## src/rtl/kpi_pkg.sv

```systemverilog
// Shared types and constants for the keyframe pose interpolator.
// No dependencies; imported by kpi_queue, kpi_front, kpi_back and the top level.
`timescale 1ns / 1ps
`default_nettype none
package kpi_pkg;

    localparam int DEF_MAX_NODES = 32;
    localparam int DEF_MAX_POSES = 16;
    localparam int DEF_MAX_ANIMS = 8;
    localparam int DEF_MAX_KEYS  = 16;
    localparam int DEF_FRAC_BITS = 16;

    localparam int          NCOMP      = 9;
    localparam int          KEY_W      = 21;
    localparam int          Q_DEPTH    = 2;
    localparam logic [15:0] TRIG_RESET = 16'd50;

    localparam logic [1:0] CFG_NODE_COUNT = 2'd0;
    localparam logic [1:0] CFG_POSE_COUNT = 2'd1;
    localparam logic [1:0] CFG_ANIM_COUNT = 2'd2;

    typedef enum logic [1:0] {
        CMD_CLEAR  = 2'd0,
        CMD_APPEND = 2'd1,
        CMD_WRITE  = 2'd2,
        CMD_INTERP = 2'd3
    } t_command;

    typedef enum logic [2:0] {
        OP_NOP,
        OP_CLEAR,
        OP_APPEND,
        OP_WRITE,
        OP_INTERP
    } t_op;

    typedef enum logic [3:0] {
        ST_IDLE,
        ST_KRD,
        ST_KCHK,
        ST_CHK,
        ST_DIV,
        ST_RA,
        ST_RB,
        ST_DIF,
        ST_MUL,
        ST_SUM
    } t_state;

    typedef struct packed {
        t_op         op;
        logic [2:0]  anim;
        logic [15:0] key_time;
        logic [4:0]  key_pose;
        logic        key_trig;
        logic [3:0]  pose_index;
        logic [4:0]  node_index;
        logic [3:0]  component;
        logic [31:0] comp_value;
        logic [15:0] progress;
    } t_cmd;

endpackage
`default_nettype wire

```

## src/rtl/kpi_if.sv

```systemverilog
// Channel interfaces: command words in, transform words out.
// Depends on nothing.
`timescale 1ns / 1ps
`default_nettype none
interface kpi_in_if;
    logic              valid;
    logic              ready;
    logic [1:0]        command;
    logic [2:0]        anim_index;
    logic [15:0]       key_time;
    logic signed [4:0] key_pose;
    logic              key_trigger;
    logic [3:0]        pose_index;
    logic [4:0]        node_index;
    logic [3:0]        component;
    logic signed [31:0] comp_value;
    logic [15:0]       progress;

    modport source (output valid, command, anim_index, key_time, key_pose, key_trigger,
                    pose_index, node_index, component, comp_value, progress,
                    input ready);
    modport sink (input valid, command, anim_index, key_time, key_pose, key_trigger,
                  pose_index, node_index, component, comp_value, progress,
                  output ready);
endinterface

`default_nettype wire

```

## src/rtl/kpi_queue.sv

```systemverilog
// Short command queue between front and back.
// Depends on kpi_pkg.
`timescale 1ns / 1ps
`default_nettype none
module kpi_queue
    import kpi_pkg::*;
(
    input  wire logic i_clk,
    input  wire logic i_rst_n,
    input  wire logic i_push,
    input  wire t_cmd i_data,
    output logic      o_full,
    output logic      o_valid,
    output t_cmd      o_data,
    input  wire logic i_pop
);
    localparam int PW = (Q_DEPTH > 1) ? $clog2(Q_DEPTH) : 1;
    localparam int CW = $clog2(Q_DEPTH + 1);

    t_cmd          r_buf [Q_DEPTH];
    logic [PW-1:0] r_wp;
    logic [PW-1:0] r_rp;
    logic [CW-1:0] r_cnt;
    logic          do_push;
    logic          do_pop;

    assign o_full  = (r_cnt == CW'(Q_DEPTH));
    assign o_valid = (r_cnt != '0);
    assign o_data  = r_buf[r_rp];
    assign do_push = i_push && !o_full;
    assign do_pop  = i_pop && o_valid;

    always_ff @(posedge i_clk) begin
        if (!i_rst_n) begin
            r_wp  <= '0;
            r_rp  <= '0;
            r_cnt <= '0;
        end else begin
            if (do_push) begin
                r_wp <= (int'(r_wp) == Q_DEPTH - 1) ? '0 : r_wp + 1'b1;
            end
            if (do_pop) begin
                r_rp <= (int'(r_rp) == Q_DEPTH - 1) ? '0 : r_rp + 1'b1;
            end
            if (do_push && !do_pop) begin
                r_cnt <= r_cnt + 1'b1;
            end else if (do_pop && !do_push) begin
                r_cnt <= r_cnt - 1'b1;
            end
        end
    end

    always_ff @(posedge i_clk) begin
        if (do_push) begin
            r_buf[r_wp] <= i_data;
        end
    end
endmodule
`default_nettype wire

```

## src/rtl/kpi_front.sv

```systemverilog
// Front end: accepts command words, classifies them and queues them.
// Depends on kpi_pkg, kpi_if, kpi_queue.
`timescale 1ns / 1ps
`default_nettype none
module kpi_front
    import kpi_pkg::*;
#(
    parameter int MAX_NODES = DEF_MAX_NODES,
    parameter int MAX_POSES = DEF_MAX_POSES,
    parameter int MAX_ANIMS = DEF_MAX_ANIMS
) (
    input  wire logic i_clk,
    input  wire logic i_rst_n,
    kpi_in_if.sink    i_in,
    output logic      o_q_valid,
    output t_cmd      o_q_cmd,
    input  wire logic i_q_pop
);
    t_cmd cls;
    logic full;
    logic anim_ok;
    logic addr_ok;

    assign i_in.ready = !full;
    assign anim_ok    = int'(i_in.anim_index) < MAX_ANIMS;
    assign addr_ok    = (int'(i_in.pose_index) < MAX_POSES)
                     && (int'(i_in.node_index) < MAX_NODES)
                     && (int'(i_in.component) < NCOMP);

    always_comb begin
        cls.anim       = i_in.anim_index;
        cls.key_time   = i_in.key_time;
        cls.key_pose   = i_in.key_pose;
        cls.key_trig   = i_in.key_trigger;
        cls.pose_index = i_in.pose_index;
        cls.node_index = i_in.node_index;
        cls.component  = i_in.component;
        cls.comp_value = i_in.comp_value;
        cls.progress   = i_in.progress;
        unique case (t_command'(i_in.command))
            CMD_CLEAR:  cls.op = anim_ok ? OP_CLEAR : OP_NOP;
            CMD_APPEND: cls.op = anim_ok ? OP_APPEND : OP_NOP;
            CMD_WRITE:  cls.op = addr_ok ? OP_WRITE : OP_NOP;
            CMD_INTERP: cls.op = OP_INTERP;
            default:    cls.op = OP_NOP;
        endcase
    end

    kpi_queue u_queue (
        .i_clk   (i_clk),
        .i_rst_n (i_rst_n),
        .i_push  (i_in.valid),
        .i_data  (cls),
        .o_full  (full),
        .o_valid (o_q_valid),
        .o_data  (o_q_cmd),
        .i_pop   (i_q_pop)
    );
endmodule
`default_nettype wire

```

## src/flat_wrapper.sv

```systemverilog
// flat-port wrapper written by rule: the top's interface ports become plain ports
module kpi_front_flat import kpi_pkg::*;
#(
    parameter int MAX_NODES = DEF_MAX_NODES,
    parameter int MAX_POSES = DEF_MAX_POSES,
    parameter int MAX_ANIMS = DEF_MAX_ANIMS
)
  (i_clk, i_rst_n, o_q_valid, o_q_cmd, i_q_pop, i_in_valid, i_in_command, i_in_anim_index, i_in_key_time, i_in_key_pose, i_in_key_trigger, i_in_pose_index, i_in_node_index, i_in_component, i_in_comp_value, i_in_progress, i_in_ready);
  kpi_in_if i_in_i ();
  input  wire logic i_clk;
  input  wire logic i_rst_n;
  output logic o_q_valid;
  output t_cmd o_q_cmd;
  input  wire logic i_q_pop;
  input wire logic [$bits(i_in_i.valid)-1:0] i_in_valid;
  input wire logic [$bits(i_in_i.command)-1:0] i_in_command;
  input wire logic [$bits(i_in_i.anim_index)-1:0] i_in_anim_index;
  input wire logic [$bits(i_in_i.key_time)-1:0] i_in_key_time;
  input wire logic [$bits(i_in_i.key_pose)-1:0] i_in_key_pose;
  input wire logic [$bits(i_in_i.key_trigger)-1:0] i_in_key_trigger;
  input wire logic [$bits(i_in_i.pose_index)-1:0] i_in_pose_index;
  input wire logic [$bits(i_in_i.node_index)-1:0] i_in_node_index;
  input wire logic [$bits(i_in_i.component)-1:0] i_in_component;
  input wire logic [$bits(i_in_i.comp_value)-1:0] i_in_comp_value;
  input wire logic [$bits(i_in_i.progress)-1:0] i_in_progress;
  output wire logic [$bits(i_in_i.ready)-1:0] i_in_ready;
  assign i_in_i.valid = i_in_valid;
  assign i_in_i.command = i_in_command;
  assign i_in_i.anim_index = i_in_anim_index;
  assign i_in_i.key_time = i_in_key_time;
  assign i_in_i.key_pose = i_in_key_pose;
  assign i_in_i.key_trigger = i_in_key_trigger;
  assign i_in_i.pose_index = i_in_pose_index;
  assign i_in_i.node_index = i_in_node_index;
  assign i_in_i.component = i_in_component;
  assign i_in_i.comp_value = i_in_comp_value;
  assign i_in_i.progress = i_in_progress;
  assign i_in_ready = i_in_i.ready;
  kpi_front #(.MAX_NODES(MAX_NODES), .MAX_POSES(MAX_POSES), .MAX_ANIMS(MAX_ANIMS)) u_core (.i_clk(i_clk), .i_rst_n(i_rst_n), .i_in(i_in_i), .o_q_valid(o_q_valid), .o_q_cmd(o_q_cmd), .i_q_pop(i_q_pop));
endmodule
```

## config.mk

```make
export PLATFORM = sky130hd
export DESIGN_NAME = kpi_front_flat
export DESIGN_NICKNAME = d
export VERILOG_FILES = /design/src/rtl/kpi_pkg.sv /design/src/rtl/kpi_if.sv /design/src/rtl/kpi_queue.sv /design/src/rtl/kpi_front.sv /design/src/flat_wrapper.sv
export SDC_FILE = /design/constraint.sdc
export NUM_CORES = 1
export LEC_CHECK = 0
export ABC_AREA = 1
export ABC_CLOCK_PERIOD_IN_PS = 6700
export BUFFER_PORTS_ARGS = -buffer_cell sky130_fd_sc_hd__buf_2
export CAP_MARGIN = 20
export CORE_ASPECT_RATIO = 1.25
export CORE_MARGIN = 2
export CORE_UTILIZATION = 52
export DETAILED_ROUTE_END_ITERATION = 8
export PLACE_DENSITY = 0.85
export SYNTH_ARGS = -nofsm -noshare
export SYNTH_HDL_FRONTEND = slang
export SYNTH_SLANG_ARGS = --single-unit
```

## constraint.sdc

```tcl
create_clock -name i_clk -period 6.7 [get_ports i_clk]
set_input_delay 0.67 -clock i_clk [delete_from_list [all_inputs] [get_ports i_clk]]
set_output_delay 0.67 -clock i_clk [all_outputs]
set_load 0.1 [all_outputs]
```

* Word-level counts from Yosys, hierarchy flattened
Memories as Yosys holds them, arrays and structs flattened. A register that Yosys moved wholly into a read port is not among the register bits.
Index checks and enable logic that the tools add are counted.
** Word-level totals
- Output and inout port bits :: 91
- Logic and storage cells :: 33
- Memories :: 1
- Input port bits :: 92
- Flip-flop bits (word level) :: 4
- Bits in writable memories :: 178
** Cells by class
- $lt $le $gt $ge :: 1
- Eq/ne operators :: 4
- $add $sub $neg :: 4
- Multiplexer cells :: 10
- Reductions and logical operators :: 10
** Memory list
- u_core.u_queue.r_buf :: depth 2, bits a word 89, read ports 1, clocked after Yosys merged registers in 1, write ports 1, RTL line kpi_queue.sv:20 : t_cmd r_buf [Q_DEPTH];
** Operator list (number)
- one-hot mux 3 bit (4 select lines) :: 1
- equality test 2 bit (second input constant) :: 3
- two-way mux 1 bit :: 6
- two-way mux 2 bit :: 3
- logical AND 1 bit :: 4
- < comparator 4 bit (second input constant) :: 1
- nonzero test 2 bit :: 2
- zero test 1 bit :: 3
- adder 1 bit (second input constant) :: 2
- adder 2 x 1 -> 2 bit (second input constant) :: 1
- equality test 2 x 1 -> 1 bit (second input constant) :: 1
- zero test 2 bit :: 1
- subtractor 2 x 1 -> 2 bit (second input constant) :: 1

* Logic depth before layout (Yosys ltp)
- Depth in word-level cells :: 7
- Mapped depth :: 11
- Mapped depth without buffers :: 11

* Cells and area by module
Synthesis repeated with hierarchy kept, for this count alone.
** Unflattened totals
- Cells, all modules :: 328
- Area, all modules :: 6750.2 sq um
** By module, submodules not included
- kpi_queue :: times used 1, sequential area each 5445.2 sq um, cells an instance 314, area an instance 6695.2 sq um
- kpi_front :: times used 1, sequential area each 0.0 sq um, cells an instance 14, area an instance 55.1 sq um

* Worst setup path after synthesis
Ideal clock, no wire load.
- Kind :: register -> register
- Start :: reg u_core.u_queue.r_cnt[0]
- End :: mem u_core.u_queue.r_buf[0][0] in the netlist's numbering (enable)
- Stages on the path, launching flop included :: 5
- Setup time :: 0.538 ns
- Setup slack :: 1.104 ns
- Buffers on the path :: 0
- Period minus slack after synthesis :: 5.596 ns
- Required time :: 6.162 ns
- Data arrival time :: 5.059 ns
- Cells stage by stage :: dfxtp_1 > inv_1 > nand2_1 > nand2_1 > nor2_1
** Between the ends
- Cells in the longest elaborated chain, start to end :: 5
** RTL lines
- start, declared :: RTL line kpi_queue.sv:23 : logic [CW-1:0] r_cnt;
- start signal, assigned :: RTL line kpi_queue.sv:46 : r_cnt <= r_cnt + 1'b1;
- start signal, assigned :: RTL line kpi_queue.sv:48 : r_cnt <= r_cnt - 1'b1;
- equality test 2 bit :: RTL line kpi_queue.sv:27 : assign o_full = (r_cnt == CW'(Q_DEPTH));
- zero test 1 bit
- net i_in_ready :: RTL line flat_wrapper.sv:26 : output wire logic [$bits(i_in_i.ready)-1:0] i_in_ready;
- logical AND 1 bit :: RTL line kpi_queue.sv:30 : assign do_push = i_push && !o_full;
- two-way mux 1 bit :: RTL line kpi_queue.sv:54 : if (do_push) begin
- two-way mux 1 bit (not written as such) :: RTL line kpi_queue.sv:55 : r_buf[r_wp] <= i_data;
- end, declared :: RTL line kpi_queue.sv:20
The timed path passes the listed nets, and every way through them passes these cells.

==> results_dict.tcl <==
set metrics [dict create \
    worstHoldEndpoint "u_core.u_queue.r_buf[1][7]" \
    critical_path.max_fanout 49 \
    critical_path.startpoint_type "register" \
    instances_no_fill 703 \
    std_cell_rows 46 \
    netlist_area_um2 6740 \
    cts-resized-gates 0 \
    worstReg2RegStart "u_core.u_queue.r_cnt[0]" \
    ys.flop_type "sky130_fd_sc_hd__edfxtp_1" \
    grt_first_pass_wirelength_um 18760 \
    post_route_cells_drive_above_1_share 0.5712 \
    postCtsSetupBuffers 0 \
    cts-root-buf "sky130_fd_sc_hd__clkbuf_16" \
    worst-r2r-setup-slack_ns 4.00 \
    port_buffers 182 \
    clock_insertion_delay_worst_skew_ns 0.41 \
    first_global_vias 3801 \
    rr_endpoint "u_core.u_queue.r_buf[1][88]" \
    holdCritPathClass "primary input to register" \
    layout.cells.most_common_list "sky130_fd_sc_hd__buf_2, sky130_fd_sc_hd__edfxtp_1, sky130_fd_sc_hd__mux2_2" \
    dr_total_vias 3521 \
    slew_headroom 0.3212 \
    clock_path_buffers 2 \
    largest_net_degree_at_the_start_of_global_routing 56 \
    synth_edf_count 178 \
    dieHeight_um 131.3 \
    final_nets 614 \
    critPathRequiredTime_ns 6.03 \
    post_layout_minimum_cycle_time_ns 2.835 \
    grt_antenna_before_repair 1 \
    initial_core_util 0.5323 \
    relative_area_change_from_synthesis_to_final_layout_pct 25.38 \
    timing.final.hold_violations 0 \
    timing.setup.tns_ns 0 \
    timing.fmax_ghz 0.3527 \
    hold-path-cell-count 1 \
    avgRoutedWirePerCell_um 17.12 \
    globalRouteTotalUtil 0.1777 \
    pin_count 183 \
    clock_buffer_count_from_cts 17 \
    finalCritPeriodShare 0.4232 \
    seq_area_frac_synth 0.8079 \
    grt_overflow_total 0 \
    critPathKind "register to primary output" \
    synth_largest_area_cell "sky130_fd_sc_hd__edfxtp_1" \
    cts_tree "yes" \
    hpwl_reported_at_the_end_of_detailed_placement_um 8037 \
    place.detailed.instances 669 \
    number_of_buffers_inserted_for_hold_repair_after_clock_tree_synthesis 0 \
    most_common_cell_after_layout_fill_and_taps_aside "sky130_fd_sc_hd__buf_2" \
    hold_start "i_in_progress[7]" \
    first_pass_iters 4 \
    design.core.area_um2 12660 \
    worst_path_largest_cell_delay_ns 0.71 \
    dieArea_um2 13890 \
    layout.filler_cells 880 \
    die_w_um 105.8 \
    cells_after_synthesis 326 \
    yosys-top-cells-area "sky130_fd_sc_hd__edfxtp_1, sky130_fd_sc_hd__mux2_2, sky130_fd_sc_hd__mux2_4" \
    rsz0062_at_grt "false" \
    outcome "complete, no violations" \
    timing.final.ws_setup_ns 3.865 \
    end_kind "primary output" \
    worstPathArrival_ns 2.17 \
    route.detailed.vias_per_inst 5.009 \
    max_cap_viol_count 0 \
    drt_drc_violations_left 0 \
    fin_worst_skew_ns 0.009603 \
    utilization 0.6674 \
    worst_slew_pin_slew_ns 1.016 \
    syn_avg_cell_area_um2 20.68 \
    wirelength_um 12030 \
    drt_iter0_markers 156 \
    clkSlewWorstSetupHoldPaths_ns 0.06 \
    pre_cts_slack_ns 3.734 \
    worstRegToRegCells 5 \
    yosys.area.top_type_share 0.7930 \
    cts.htree.levels 4 \
    drt.antenna.violating_nets 0 \
    critPathSlowestCell "sky130_fd_sc_hd__dfxtp_4" \
    syn-num-nets 419 \
    drv_slew 0 \
    place_congestion 0.7046 \
    path_cells "buf_16 > mux2_2 > buf_2" \
    synth-seq-cells 183 \
    final-setup-viol-count 0 \
    postSynth.asyncResetShare 0 \
    post_synth_cell_types 15 \
    clkSinkCount 183 \
    synth.yosys.warnings 0 \
]
final cells by class:
class,count,area [µm²],area share
diodes,1,2.502,0.0002961
clock buffers,25,495.5,0.05863
clock inverters,7,71.32,0.008439
inverters,11,41.29,0.004886
multi-input cells,122,1200,0.1420
flip-flops and latches,183,5449,0.6448
well taps,168,210.2,0.02487
repair buffers,186,980.9,0.1161
routing by layer:
layer	track usage	vias to the layer above	wire, µm
li1	-	1655	-
met5	0	-	11
met4	0.07749	2	250
met3	0.05704	23	703
met1	0.1894	1725	4494
met2	0.3190	116	6573
registers in the layout (all words and copies together), names as in the netlist, named ones only:
name / flops
u_core.u_queue.r_buf: 178
u_core.u_queue.r_cnt: 2
u_core.u_queue.r_rp: 1
u_core.u_queue.r_wp: 1
how the worst max path moves through the flow:
stage	start	end	slack [ns]	cells after the start
floorplan	u_core.u_queue.r_cnt[0]	u_core.u_queue.r_buf[0][0]	1.10	4
global placement	i_in_valid	u_core.u_queue.r_buf[0][8]	3.78	4
detailed placement	i_in_valid	u_core.u_queue.r_buf[0][3]	3.73	4
CTS	register	o_q_cmd[84]	3.80	3
global route	u_core.u_queue.r_cnt[0]	u_core.u_queue.r_buf[1][88]	3.71	5
finish	register	o_q_cmd[29]	3.86	3
synthesized netlist by cell type, drive strengths merged (3+ instances only):
| master | number |
|---|---|
| buf | 10 |
| dfxtp | 5 |
| edfxtp | 178 |
| inv | 11 |
| mux2 | 89 |
| nand2 | 15 |
| nor2 | 10 |
| o21ai | 3 |
cells by family after synthesis:
family / Yosys count / synth area share
compound gates: 5 / 0.004083
fa+ha+maj: 1 / 0.001856
buf+inv: 21 / 0.01633
flops: 183 / 0.8079
mux: 89 / 0.1543
simple gates: 27 / 0.01559
critical path, delay by kind of cell (launching register included):
| family | cells | cell delay (ns) |
|---|---|---|
| flops | 1 | 0.71 |
| buf+inv | 2 | 0.61 |
| mux | 1 | 0.38 |
stage by stage:
step,instance area (µm²),hold WS [ns]
finish,8451,0.4406
global route,8448,0.4266
CTS,8421,0.4209
detailed placement,7854,0.4891
global placement,7826,0.4770
floorplan,6740,0.4669
Power is left out: the tool's default activity adds up to more than one toggle a clock period on the data nets, which glitch-free logic cannot reach.
